`src/rtl/core/mcs_pkg.sv`:
```
// ----------------------------------------------------------------------------
// Mip chain size package
// Shared constants, format decode and byte rounding helpers, and the token
// that travels along the level cell chain.
// ----------------------------------------------------------------------------
package mcs_pkg;

   // default number of mip levels that are sized
   localparam int MAX_LEVELS_DEF = 4;
   // levels that have a result field of their own
   localparam int LEVEL_FIELDS   = 4;

   localparam int DIM_W   = 11;  // width / height
   localparam int FMT_W   = 4;   // format code
   localparam int CNT_W   = 4;   // level count
   localparam int PENT_W  = 15;  // palette entry count
   localparam int PIX_W   = 2 * DIM_W;  // pixel count of one level
   localparam int BYTE_W  = PIX_W + 2;  // whole bytes at 32 bpp
   localparam int ALN_W   = BYTE_W + 1; // bytes after alignment
   localparam int SUM_W   = 23;  // totals and level field storage
   localparam int PAL_W   = PENT_W + 3; // aligned palette bytes

   // pixel format codes
   localparam logic [FMT_W-1:0] FMT_P4_A  = 4'd0;
   localparam logic [FMT_W-1:0] FMT_P8_A  = 4'd1;
   localparam logic [FMT_W-1:0] FMT_P16_A = 4'd2;
   localparam logic [FMT_W-1:0] FMT_P16_B = 4'd4;
   localparam logic [FMT_W-1:0] FMT_P16_C = 4'd5;
   localparam logic [FMT_W-1:0] FMT_P32   = 4'd6;
   localparam logic [FMT_W-1:0] FMT_P4_B  = 4'd8;
   localparam logic [FMT_W-1:0] FMT_P8_B  = 4'd9;
   localparam logic [FMT_W-1:0] FMT_P4_C  = 4'd14;

   typedef enum logic [2:0] {
      BPP_NONE = 3'd0,
      BPP_4    = 3'd1,
      BPP_8    = 3'd2,
      BPP_16   = 3'd3,
      BPP_32   = 3'd4
   } bpp_type;

   typedef struct packed {
      logic [DIM_W-1:0]                   width;      // already shifted for this level
      logic [DIM_W-1:0]                   height;
      bpp_type                            bpp;
      logic [CNT_W-1:0]                   remaining;  // levels still to size
      logic [LEVEL_FIELDS-1:0][SUM_W-1:0] level_bytes;
      logic [PAL_W-1:0]                   palette_bytes;
      logic [SUM_W-1:0]                   total_bytes;
      logic [SUM_W-1:0]                   raw_bytes;
      logic                               clamped;
   } mcs_tok_type;

   function automatic bpp_type fmt_to_bpp(input logic [FMT_W-1:0] code);
      bpp_type kind;
      unique case (code)
         FMT_P4_A, FMT_P4_B, FMT_P4_C:    kind = BPP_4;
         FMT_P8_A, FMT_P8_B:              kind = BPP_8;
         FMT_P16_A, FMT_P16_B, FMT_P16_C: kind = BPP_16;
         FMT_P32:                         kind = BPP_32;
         default:                         kind = BPP_NONE;
      endcase
      return kind;
   endfunction

   // pixel count times bits per pixel, rounded up to whole bytes
   function automatic logic [BYTE_W-1:0] whole_bytes(input logic [PIX_W-1:0] px,
                                                     input bpp_type        kind);
      logic [PIX_W:0]    half_up;
      logic [BYTE_W-1:0] bytes;
      half_up = {1'b0, px} + {{PIX_W{1'b0}}, 1'b1};
      unique case (kind)
         BPP_4:   bytes = {2'b00, half_up[PIX_W:1]};
         BPP_8:   bytes = {2'b00, px};
         BPP_16:  bytes = {1'b0, px, 1'b0};
         BPP_32:  bytes = {px, 2'b00};
         default: bytes = '0;
      endcase
      return bytes;
   endfunction

   function automatic logic [ALN_W-1:0] align16(input logic [BYTE_W-1:0] bytes);
      logic [ALN_W-1:0] sum;
      sum = {1'b0, bytes} + ALN_W'(15);
      return {sum[ALN_W-1:4], 4'b0000};
   endfunction

endpackage

```
`src/rtl/core/mcs_if.sv`:
```
// ----------------------------------------------------------------------------
// Mip chain size channels
// Valid/ready channels for the texture descriptor and the size result.
// ----------------------------------------------------------------------------
interface mcs_req_if;
   logic        valid;
   logic        ready;
   logic [10:0] width;
   logic [10:0] height;
   logic [3:0]  tex_format;
   logic [3:0]  level_count;
   logic        has_palette;
   logic [3:0]  palette_format;
   logic [14:0] palette_entries;

   modport source (output valid, width, height, tex_format, level_count,
                   has_palette, palette_format, palette_entries, input ready);
   modport sink   (input valid, width, height, tex_format, level_count,
                   has_palette, palette_format, palette_entries, output ready);
endinterface

interface mcs_rsp_if;
   logic        valid;
   logic        ready;
   logic [22:0] level_bytes_0;
   logic [20:0] level_bytes_1;
   logic [18:0] level_bytes_2;
   logic [16:0] level_bytes_3;
   logic [16:0] palette_bytes;
   logic [22:0] total_bytes;
   logic [22:0] raw_level_bytes;
   logic        levels_clamped;

   modport source (output valid, level_bytes_0, level_bytes_1, level_bytes_2,
                   level_bytes_3, palette_bytes, total_bytes, raw_level_bytes,
                   levels_clamped, input ready);
   modport sink   (input valid, level_bytes_0, level_bytes_1, level_bytes_2,
                   level_bytes_3, palette_bytes, total_bytes, raw_level_bytes,
                   levels_clamped, output ready);
endinterface

```
`src/rtl/core/mcs_entry.sv`:
```
// ----------------------------------------------------------------------------
// Mip chain size entry stage
// Clamps the level count, sizes the palette and seeds the chain token.
// ----------------------------------------------------------------------------
module mcs_entry #(
   parameter int MAX_LEVELS = mcs_pkg::MAX_LEVELS_DEF
) (
   input  logic                clock,
   input  logic                reset,
   mcs_req_if.sink             req_chan,
   output logic                out_valid,
   input  logic                out_ready,
   output mcs_pkg::mcs_tok_type out_tok
);

   localparam logic [mcs_pkg::CNT_W-1:0] MAX_LV = mcs_pkg::CNT_W'(MAX_LEVELS);

   logic                  valid_ff;
   logic                  valid_in;
   mcs_pkg::mcs_tok_type  tok_ff;
   mcs_pkg::mcs_tok_type  tok_in;
   logic                  take;
   logic [mcs_pkg::BYTE_W-1:0] pal_whole;
   logic [mcs_pkg::ALN_W-1:0]  pal_aligned;
   logic [mcs_pkg::PAL_W-1:0]  pal_bytes;

   assign take           = !valid_ff || out_ready;
   assign req_chan.ready = take;
   assign valid_in       = take ? req_chan.valid : valid_ff;

   always_comb begin
      pal_whole   = mcs_pkg::whole_bytes(
                       {{(mcs_pkg::PIX_W - mcs_pkg::PENT_W){1'b0}}, req_chan.palette_entries},
                       mcs_pkg::fmt_to_bpp(req_chan.palette_format));
      pal_aligned = mcs_pkg::align16(pal_whole);
      pal_bytes   = req_chan.has_palette ? pal_aligned[mcs_pkg::PAL_W-1:0] : '0;

      tok_in               = tok_ff;
      tok_in.width         = req_chan.width;
      tok_in.height        = req_chan.height;
      tok_in.bpp           = mcs_pkg::fmt_to_bpp(req_chan.tex_format);
      tok_in.clamped       = req_chan.level_count > MAX_LV;
      tok_in.remaining     = tok_in.clamped ? MAX_LV : req_chan.level_count;
      tok_in.level_bytes   = '0;
      tok_in.palette_bytes = pal_bytes;
      tok_in.total_bytes   = {{(mcs_pkg::SUM_W - mcs_pkg::PAL_W){1'b0}}, pal_bytes};
      tok_in.raw_bytes     = '0;
   end

   always_ff @(posedge clock) begin
      if (reset) begin
         valid_ff <= 1'b0;
      end else begin
         valid_ff <= valid_in;
      end
   end

   always_ff @(posedge clock) begin
      if (take) begin
         tok_ff <= tok_in;
      end
   end

   assign out_valid = valid_ff;
   assign out_tok   = tok_ff;

endmodule

```
`src/rtl/core/mcs_level_cell.sv`:
```
// ----------------------------------------------------------------------------
// Mip chain size level cell
// Sizes one mip level, adds it to the running sums and halves the dimensions
// for the next cell.
// ----------------------------------------------------------------------------
module mcs_level_cell #(
   parameter int LEVEL_IDX = 0
) (
   input  logic                 clock,
   input  logic                 reset,
   input  logic                 in_valid,
   output logic                 in_ready,
   input  mcs_pkg::mcs_tok_type in_tok,
   output logic                 out_valid,
   input  logic                 out_ready,
   output mcs_pkg::mcs_tok_type out_tok
);

   localparam bit HAS_FIELD = LEVEL_IDX < mcs_pkg::LEVEL_FIELDS;
   localparam int FIELD_SEL = HAS_FIELD ? LEVEL_IDX : 0;

   logic                       valid_ff;
   logic                       valid_in;
   mcs_pkg::mcs_tok_type       tok_ff;
   mcs_pkg::mcs_tok_type       tok_in;
   logic                       active;
   logic [mcs_pkg::PIX_W-1:0]  pixels;
   logic [mcs_pkg::BYTE_W-1:0] whole;
   logic [mcs_pkg::ALN_W-1:0]  aligned;

   assign in_ready = !valid_ff || out_ready;
   assign valid_in = in_ready ? in_valid : valid_ff;

   always_comb begin
      active  = in_tok.remaining != '0;
      pixels  = {{mcs_pkg::DIM_W{1'b0}}, in_tok.width} *
                {{mcs_pkg::DIM_W{1'b0}}, in_tok.height};
      whole   = mcs_pkg::whole_bytes(pixels, in_tok.bpp);
      aligned = mcs_pkg::align16(whole);

      tok_in        = in_tok;
      // hand the next level's dimensions to the neighbor
      tok_in.width  = in_tok.width >> 1;
      tok_in.height = in_tok.height >> 1;
      if (active) begin
         tok_in.remaining   = in_tok.remaining - mcs_pkg::CNT_W'(1);
         tok_in.total_bytes = in_tok.total_bytes + aligned[mcs_pkg::SUM_W-1:0];
         tok_in.raw_bytes   = in_tok.raw_bytes + whole[mcs_pkg::SUM_W-1:0];
         if (HAS_FIELD) begin
            tok_in.level_bytes[FIELD_SEL] = aligned[mcs_pkg::SUM_W-1:0];
         end
      end
   end

   always_ff @(posedge clock) begin
      if (reset) begin
         valid_ff <= 1'b0;
      end else begin
         valid_ff <= valid_in;
      end
   end

   always_ff @(posedge clock) begin
      if (in_ready) begin
         tok_ff <= tok_in;
      end
   end

   assign out_valid = valid_ff;
   assign out_tok   = tok_ff;

endmodule

```
`src/rtl/core/mip_chain_size_calculator_unit.sv`:
```
// ----------------------------------------------------------------------------
// Mip chain size calculator
// Sizes the memory of a mipmapped texture and its optional palette.
// ----------------------------------------------------------------------------
// Usage:
//   A texture descriptor arrives on req_chan as one valid/ready transaction;
//   one size result leaves on rsp_chan for every descriptor, in order.
//   The entry stage clamps the level count to MAX_LEVELS and sizes the
//   palette; then a row of MAX_LEVELS level cells follows, each sizing one
//   mip level and handing the halved dimensions and running sums on.
//   An accepted request passes the entry register, then each cell register in
//   turn, before its result is valid. Throughput is one transaction per cycle
//   while rsp_chan.ready is high; every cell is a register stage with its own
//   valid bit, so the chain keeps filling while a result waits.
//   The per-level 11x11 multiplier in each cell sets the stage delay.
//   When the receiver holds rsp_chan.ready low, results back up cell by cell
//   and req_chan.ready drops only once every stage holds a transaction.
//   Synchronous reset clears the valid bit of every stage; token registers are not reset.
// ----------------------------------------------------------------------------
module mip_chain_size_calculator_unit #(
   parameter int MAX_LEVELS = mcs_pkg::MAX_LEVELS_DEF
) (
   input  logic      clock,
   input  logic      reset,
   mcs_req_if.sink   req_chan,
   mcs_rsp_if.source rsp_chan
);

   logic [MAX_LEVELS:0]  stage_valid;
   logic [MAX_LEVELS:0]  stage_ready;
   mcs_pkg::mcs_tok_type stage_tok [MAX_LEVELS+1];
   mcs_pkg::mcs_tok_type last_tok;

   // clamp the count and size the palette
   mcs_entry #(
      .MAX_LEVELS (MAX_LEVELS)
   ) u_entry (
      .clock     (clock),
      .reset     (reset),
      .req_chan  (req_chan),
      .out_valid (stage_valid[0]),
      .out_ready (stage_ready[0]),
      .out_tok   (stage_tok[0])
   );

   // one cell per mip level
   for (genvar lv = 0; lv < MAX_LEVELS; lv++) begin : g_cell
      mcs_level_cell #(
         .LEVEL_IDX (lv)
      ) u_cell (
         .clock     (clock),
         .reset     (reset),
         .in_valid  (stage_valid[lv]),
         .in_ready  (stage_ready[lv]),
         .in_tok    (stage_tok[lv]),
         .out_valid (stage_valid[lv+1]),
         .out_ready (stage_ready[lv+1]),
         .out_tok   (stage_tok[lv+1])
      );
   end

   // the last cell's register is the output register
   assign last_tok                = stage_tok[MAX_LEVELS];
   assign stage_ready[MAX_LEVELS] = rsp_chan.ready;
   assign rsp_chan.valid          = stage_valid[MAX_LEVELS];

   // drop the upper bits of the level and palette fields
   assign rsp_chan.level_bytes_0   = last_tok.level_bytes[0][22:0];
   assign rsp_chan.level_bytes_1   = last_tok.level_bytes[1][20:0];
   assign rsp_chan.level_bytes_2   = last_tok.level_bytes[2][18:0];
   assign rsp_chan.level_bytes_3   = last_tok.level_bytes[3][16:0];
   assign rsp_chan.palette_bytes   = last_tok.palette_bytes[16:0];
   assign rsp_chan.total_bytes     = last_tok.total_bytes;
   assign rsp_chan.raw_level_bytes = last_tok.raw_bytes;
   assign rsp_chan.levels_clamped  = last_tok.clamped;

   // level fields 0 and 3, the palette and the total leave with their low nibble clear
   a_aligned : assert property (@(posedge clock) disable iff (reset)
      rsp_chan.valid |-> (rsp_chan.level_bytes_0[3:0] == 4'd0) &&
                         (rsp_chan.level_bytes_3[3:0] == 4'd0) &&
                         (rsp_chan.palette_bytes[3:0] == 4'd0) &&
                         (rsp_chan.total_bytes[3:0] == 4'd0))
      else $error("unaligned size on the result channel");

   // with no level beyond the fields, the total is the sum of the level fields and the palette
   a_total : assert property (@(posedge clock) disable iff (reset)
      rsp_chan.valid && (MAX_LEVELS <= mcs_pkg::LEVEL_FIELDS) |->
         last_tok.total_bytes == 23'(last_tok.level_bytes[0] + last_tok.level_bytes[1] +
                                     last_tok.level_bytes[2] + last_tok.level_bytes[3] +
                                     23'(last_tok.palette_bytes)))
      else $error("total does not match the level and palette sizes");

   // the request side stalls only when the whole chain is full and held
   a_backpressure : assert property (@(posedge clock) disable iff (reset)
      !req_chan.ready |-> (&stage_valid) && !rsp_chan.ready)
      else $error("request stalled with room in the chain");

   // a clamped result has used every cell
   a_clamp_count : assert property (@(posedge clock) disable iff (reset)
      rsp_chan.valid && rsp_chan.levels_clamped |-> last_tok.remaining == '0)
      else $error("clamped transaction left levels unsized");

endmodule

```
`src/flat_wrapper.sv`:
```
// flat-port wrapper written by rule: the top's interface ports become plain ports
module mip_chain_size_calculator_unit_flat 
#(
   parameter int MAX_LEVELS = mcs_pkg::MAX_LEVELS_DEF
)
  (clock, reset, req_chan_valid, req_chan_width, req_chan_height, req_chan_tex_format, req_chan_level_count, req_chan_has_palette, req_chan_palette_format, req_chan_palette_entries, req_chan_ready, rsp_chan_valid, rsp_chan_level_bytes_0, rsp_chan_level_bytes_1, rsp_chan_level_bytes_2, rsp_chan_level_bytes_3, rsp_chan_palette_bytes, rsp_chan_total_bytes, rsp_chan_raw_level_bytes, rsp_chan_levels_clamped, rsp_chan_ready);
  mcs_req_if req_chan_i ();
  mcs_rsp_if rsp_chan_i ();
  input  logic clock;
  input  logic reset;
  input wire logic [$bits(req_chan_i.valid)-1:0] req_chan_valid;
  input wire logic [$bits(req_chan_i.width)-1:0] req_chan_width;
  input wire logic [$bits(req_chan_i.height)-1:0] req_chan_height;
  input wire logic [$bits(req_chan_i.tex_format)-1:0] req_chan_tex_format;
  input wire logic [$bits(req_chan_i.level_count)-1:0] req_chan_level_count;
  input wire logic [$bits(req_chan_i.has_palette)-1:0] req_chan_has_palette;
  input wire logic [$bits(req_chan_i.palette_format)-1:0] req_chan_palette_format;
  input wire logic [$bits(req_chan_i.palette_entries)-1:0] req_chan_palette_entries;
  output wire logic [$bits(req_chan_i.ready)-1:0] req_chan_ready;
  output wire logic [$bits(rsp_chan_i.valid)-1:0] rsp_chan_valid;
  output wire logic [$bits(rsp_chan_i.level_bytes_0)-1:0] rsp_chan_level_bytes_0;
  output wire logic [$bits(rsp_chan_i.level_bytes_1)-1:0] rsp_chan_level_bytes_1;
  output wire logic [$bits(rsp_chan_i.level_bytes_2)-1:0] rsp_chan_level_bytes_2;
  output wire logic [$bits(rsp_chan_i.level_bytes_3)-1:0] rsp_chan_level_bytes_3;
  output wire logic [$bits(rsp_chan_i.palette_bytes)-1:0] rsp_chan_palette_bytes;
  output wire logic [$bits(rsp_chan_i.total_bytes)-1:0] rsp_chan_total_bytes;
  output wire logic [$bits(rsp_chan_i.raw_level_bytes)-1:0] rsp_chan_raw_level_bytes;
  output wire logic [$bits(rsp_chan_i.levels_clamped)-1:0] rsp_chan_levels_clamped;
  input wire logic [$bits(rsp_chan_i.ready)-1:0] rsp_chan_ready;
  assign req_chan_i.valid = req_chan_valid;
  assign req_chan_i.width = req_chan_width;
  assign req_chan_i.height = req_chan_height;
  assign req_chan_i.tex_format = req_chan_tex_format;
  assign req_chan_i.level_count = req_chan_level_count;
  assign req_chan_i.has_palette = req_chan_has_palette;
  assign req_chan_i.palette_format = req_chan_palette_format;
  assign req_chan_i.palette_entries = req_chan_palette_entries;
  assign req_chan_ready = req_chan_i.ready;
  assign rsp_chan_valid = rsp_chan_i.valid;
  assign rsp_chan_level_bytes_0 = rsp_chan_i.level_bytes_0;
  assign rsp_chan_level_bytes_1 = rsp_chan_i.level_bytes_1;
  assign rsp_chan_level_bytes_2 = rsp_chan_i.level_bytes_2;
  assign rsp_chan_level_bytes_3 = rsp_chan_i.level_bytes_3;
  assign rsp_chan_palette_bytes = rsp_chan_i.palette_bytes;
  assign rsp_chan_total_bytes = rsp_chan_i.total_bytes;
  assign rsp_chan_raw_level_bytes = rsp_chan_i.raw_level_bytes;
  assign rsp_chan_levels_clamped = rsp_chan_i.levels_clamped;
  assign rsp_chan_i.ready = rsp_chan_ready;
  mip_chain_size_calculator_unit #(.MAX_LEVELS(MAX_LEVELS)) u_core (.clock(clock), .reset(reset), .req_chan(req_chan_i), .rsp_chan(rsp_chan_i));
endmodule
```
`config.mk`:
```
export PLATFORM = sky130hd
export DESIGN_NAME = mip_chain_size_calculator_unit_flat
export DESIGN_NICKNAME = d
export VERILOG_FILES = /design/src/rtl/core/mcs_pkg.sv /design/src/rtl/core/mcs_if.sv /design/src/rtl/core/mcs_entry.sv /design/src/rtl/core/mcs_level_cell.sv /design/src/rtl/core/mip_chain_size_calculator_unit.sv /design/src/flat_wrapper.sv
export SDC_FILE = /design/constraint.sdc
export NUM_CORES = 2
export LEC_CHECK = 0
export BUFFER_PORTS_ARGS = -buffer_cell sky130_fd_sc_hd__buf_2
export CAP_MARGIN = 25
export CELL_PAD_IN_SITES_DETAIL_PLACEMENT = 2
export CELL_PAD_IN_SITES_GLOBAL_PLACEMENT = 2
export CORE_AREA = 8 8 374 376
export CTS_CLUSTER_DIAMETER = 50
export CTS_CLUSTER_SIZE = 25
export DETAILED_ROUTE_END_ITERATION = 16
export DIE_AREA = 0 0 382 384
export GPL_TIMING_DRIVEN = 1
export PLACE_DENSITY_LB_ADDON = 0.05
export SYNTH_ARGS = -nofsm -noshare
export SYNTH_HDL_FRONTEND = slang
export SYNTH_HIERARCHICAL = 1
export SYNTH_SLANG_ARGS = --single-unit
export TNS_END_PERCENT = 5
```
`constraint.sdc`:
```
create_clock -name clock -period 99.3 [get_ports clock]
set_input_delay 29.79 -clock clock [delete_from_list [all_inputs] [get_ports clock]]
set_output_delay 29.79 -clock clock [all_outputs]
set_load 0.02 [all_outputs]
```
==> flow_results.xml <==
<?xml version="1.0" encoding="UTF-8"?>
<metrics>
  <group name="die">
    <metric name="die_height" unit="um">384</metric>
    <metric name="number_of_i_o_pins" unit="">200</metric>
    <metric name="initial_standard_cell_utilization_of_the_core" unit="%">42.5</metric>
    <metric name="design.die.area" unit="um^2">147000</metric>
    <metric name="dieWidth" unit="um">382</metric>
    <metric name="floorplan.rows" unit="">135</metric>
    <metric name="core" unit="um^2">134000</metric>
  </group>
  <group name="clock_network">
    <metric name="cts.htree.levels" unit="">3</metric>
    <metric name="cts_setup_buffers" unit="">0</metric>
    <metric name="post_cts_hold_buffer_count" unit="">0</metric>
    <metric name="cts_inserted_buffers" unit="">83</metric>
    <metric name="clock_tree.buffer_depth" unit="">3</metric>
    <metric name="clk_pin_slew_worst_paths" unit="ns">0.06</metric>
    <metric name="worstSkewPairLatency" unit="ns">0.71</metric>
    <metric name="cts-resized-gates" unit="">0</metric>
    <metric name="clock_tree_from_tritoncts" unit="">yes</metric>
    <metric name="clk_root_buffer_cell" unit="">sky130_fd_sc_hd__clkbuf_16</metric>
    <metric name="clock-sinks" unit="">706</metric>
  </group>
  <group name="drt">
    <metric name="ant_nets" unit="">0</metric>
    <metric name="num_vias" unit="">42200</metric>
    <metric name="drt-wirelength-per-cell" unit="um">24.2</metric>
    <metric name="route.detailed.drc" unit="">0</metric>
    <metric name="routed_wire_length" unit="um">182000</metric>
    <metric name="starting_drt_drc_count" unit="">2034</metric>
    <metric name="drt-vias-per-instance" unit="">5.62</metric>
    <metric name="drt_first_pass_iters" unit="">7</metric>
  </group>
  <group name="timing">
    <metric name="maxClockFrequency" unit="GHz">0.0157</metric>
    <metric name="final-setup-viol-count" unit="">0</metric>
    <metric name="worst_slew_slack_as_a_fraction_of_its_limit" unit="%">17.0</metric>
    <metric name="hold_slack" unit="ns">0.422</metric>
    <metric name="hold_violations" unit="">0</metric>
    <metric name="final_cycle_utilization_of_the_critical_path" unit="%">64.2</metric>
    <metric name="clock-skew-final" unit="ns">0.0670</metric>
    <metric name="finalCriticalPeriod" unit="ns">63.72</metric>
    <metric name="final-max-slew-violation-count" unit="">0</metric>
    <metric name="rsz_0062_raised_after_global_routing" unit="">false</metric>
    <metric name="worst_pin_slew" unit="ns">1.24</metric>
    <metric name="final.setup.tns" unit="ns">0</metric>
  </group>
  <group name="final_layout">
    <metric name="layout-drive-gt1-share" unit="%">10.1</metric>
    <metric name="final_net_count" unit="">6460</metric>
    <metric name="layout-area-overhead-vs-synth" unit="%">8.70</metric>
    <metric name="final.fill_count" unit="">14100</metric>
  </group>
  <group name="min_path">
    <metric name="whs_path_depth" unit="">0</metric>
    <metric name="hold_path.class" unit="">reg2reg</metric>
  </group>
  <group name="logic_synthesis">
    <metric name="postSynthCellCount" unit="">5597</metric>
    <metric name="yosysWarnings" unit="">6</metric>
    <metric name="synthesis.area" unit="um^2">57100</metric>
    <metric name="synthesis.area_per_instance" unit="um^2">10.2</metric>
  </group>
  <group name="setup_path">
    <metric name="timing.critical_path.from_type" unit="">primary input</metric>
    <metric name="timing.critical_path.to_type" unit="">output port</metric>
    <metric name="worst-setup-path-type" unit="">in2out</metric>
    <metric name="required_time_of_the_critical_path" unit="ns">69.51</metric>
    <metric name="crit_arrival" unit="ns">33.93</metric>
    <metric name="worst_r2r_path_depth" unit="">31</metric>
    <metric name="timing.critical_path.fanout_max" unit="">49</metric>
  </group>
  <group name="global_route">
    <metric name="grt_antenna_before_repair" unit="">3</metric>
    <metric name="grt_start_max_net_pins" unit="">96</metric>
    <metric name="grt_overflow" unit="">0</metric>
    <metric name="number_of_global_route_vias_before_repair" unit="">48100</metric>
    <metric name="groute.usage.overall" unit="%">24.4</metric>
    <metric name="first_pass_grt_wire_length" unit="um">283000</metric>
  </group>
  <group name="placement">
    <metric name="gp_congestion" unit="">0.830</metric>
    <metric name="sum_of_net_half_perimeters_after_detailed_placement" unit="um">139000</metric>
    <metric name="port_buffers" unit="">199</metric>
  </group>
  <group name="status">
    <metric name="outcome" unit="">finished clean</metric>
  </group>
  <group name="run">
    <metric name="timing.max_cap.violations" unit="">0</metric>
  </group>
</metrics>
## metal layers
metal	vias up	global-route usage (%)	wire, um	share of wire (%)
li1	19400	-	-	-
met1	21800	28.3	73100	40
met2	767	46.2	96200	53
met3	312	2.42	5250	2.9
met4	0	9.31	7020	3.9
met5	-	0	0	0
## final cells by class
| type | count | area (um^2) | area share, % |
|---|---|---|---|
| Sequential cell | 706 | 21200 | 34.1 |
| Timing Repair Buffer | 223 | 1170 | 1.89 |
| Multi-Input combinational cell | 4089 | 32400 | 52.1 |
| Inverter | 554 | 2080 | 3.35 |
| Clock inverter | 64 | 942 | 1.52 |
| Antenna cell | 4 | 10.0 | 0.0161 |
| Tap cell | 1781 | 2230 | 3.59 |
| Clock buffer | 91 | 2110 | 3.40 |
## path summary, 6_finish.rpt
path                                             startpoint                                             to  slack [ns]
max                                          rsp_chan_ready                                 req_chan_ready       35.58
min           u_core/g_cell[1].u_cell/out_tok[66]$_DFFE_PP_  u_core/g_cell[2].u_cell/out_tok[66]$_DFFE_PP_        0.42
max reg2reg  u_core/g_cell[2].u_cell/out_tok[180]$_DFFE_PP_  u_core/g_cell[3].u_cell/out_tok[46]$_DFFE_PP_       89.14
min reg2reg   u_core/g_cell[1].u_cell/out_tok[66]$_DFFE_PP_  u_core/g_cell[2].u_cell/out_tok[66]$_DFFE_PP_        0.42
## critical path: stages
cell                       delay (ns)
sky130_fd_sc_hd__buf_2           0.08
sky130_fd_sc_hd__nand2b_4        0.43
sky130_fd_sc_hd__nand2b_4        0.70
sky130_fd_sc_hd__nand2b_4        0.76
sky130_fd_sc_hd__nand2b_4        0.76
sky130_fd_sc_hd__nand2b_2        0.50
sky130_fd_sc_hd__buf_4           0.49
sky130_fd_sc_hd__buf_2           0.27
## state kept, by name, indices dropped and copies added (netlist names)
register,cells
u_core/g_cell.u_cell/out_tok,657
u_core/g_cell.u_cell/out_valid,4
u_core/u_entry/out_tok,44
u_core/u_entry/out_valid,1
## through the flow
| stage | cells | instance area [um^2] | setup slack, ns | utilization, % |
|---|---|---|---|---|
| after floorplan | 5716 | 57500 | 21.92 | - |
| after global placement | 7352 | 59000 | 35.76 | 43.9 |
| after detailed placement | 7352 | 59000 | 35.47 | 43.9 |
| after CTS | 7507 | 62000 | 35.45 | 46.2 |
| after global routing | 7511 | 62000 | 35.31 | 46.2 |
| final | 7512 | 62000 | 35.58 | 46.2 |
## cells in the final DEF, fill, tap and decap left out, drive strengths merged, types with 47 or more instances in the layout
cell type / n
clkbuf: 92
fa: 328
and3: 49
nor3: 117
nor2: 341
nand2: 629
xor2: 127
o21ai: 187
ha: 421
a21o: 63
a21oi: 277
inv: 571
conb: 123
buf: 222
nand3: 94
nand4: 51
nor2b: 47
xnor2: 160
and2: 285
edfxtp: 701
Power is not shown: default switching activity piles up to over one toggle a cycle in this logic, so the estimate is an artifact.
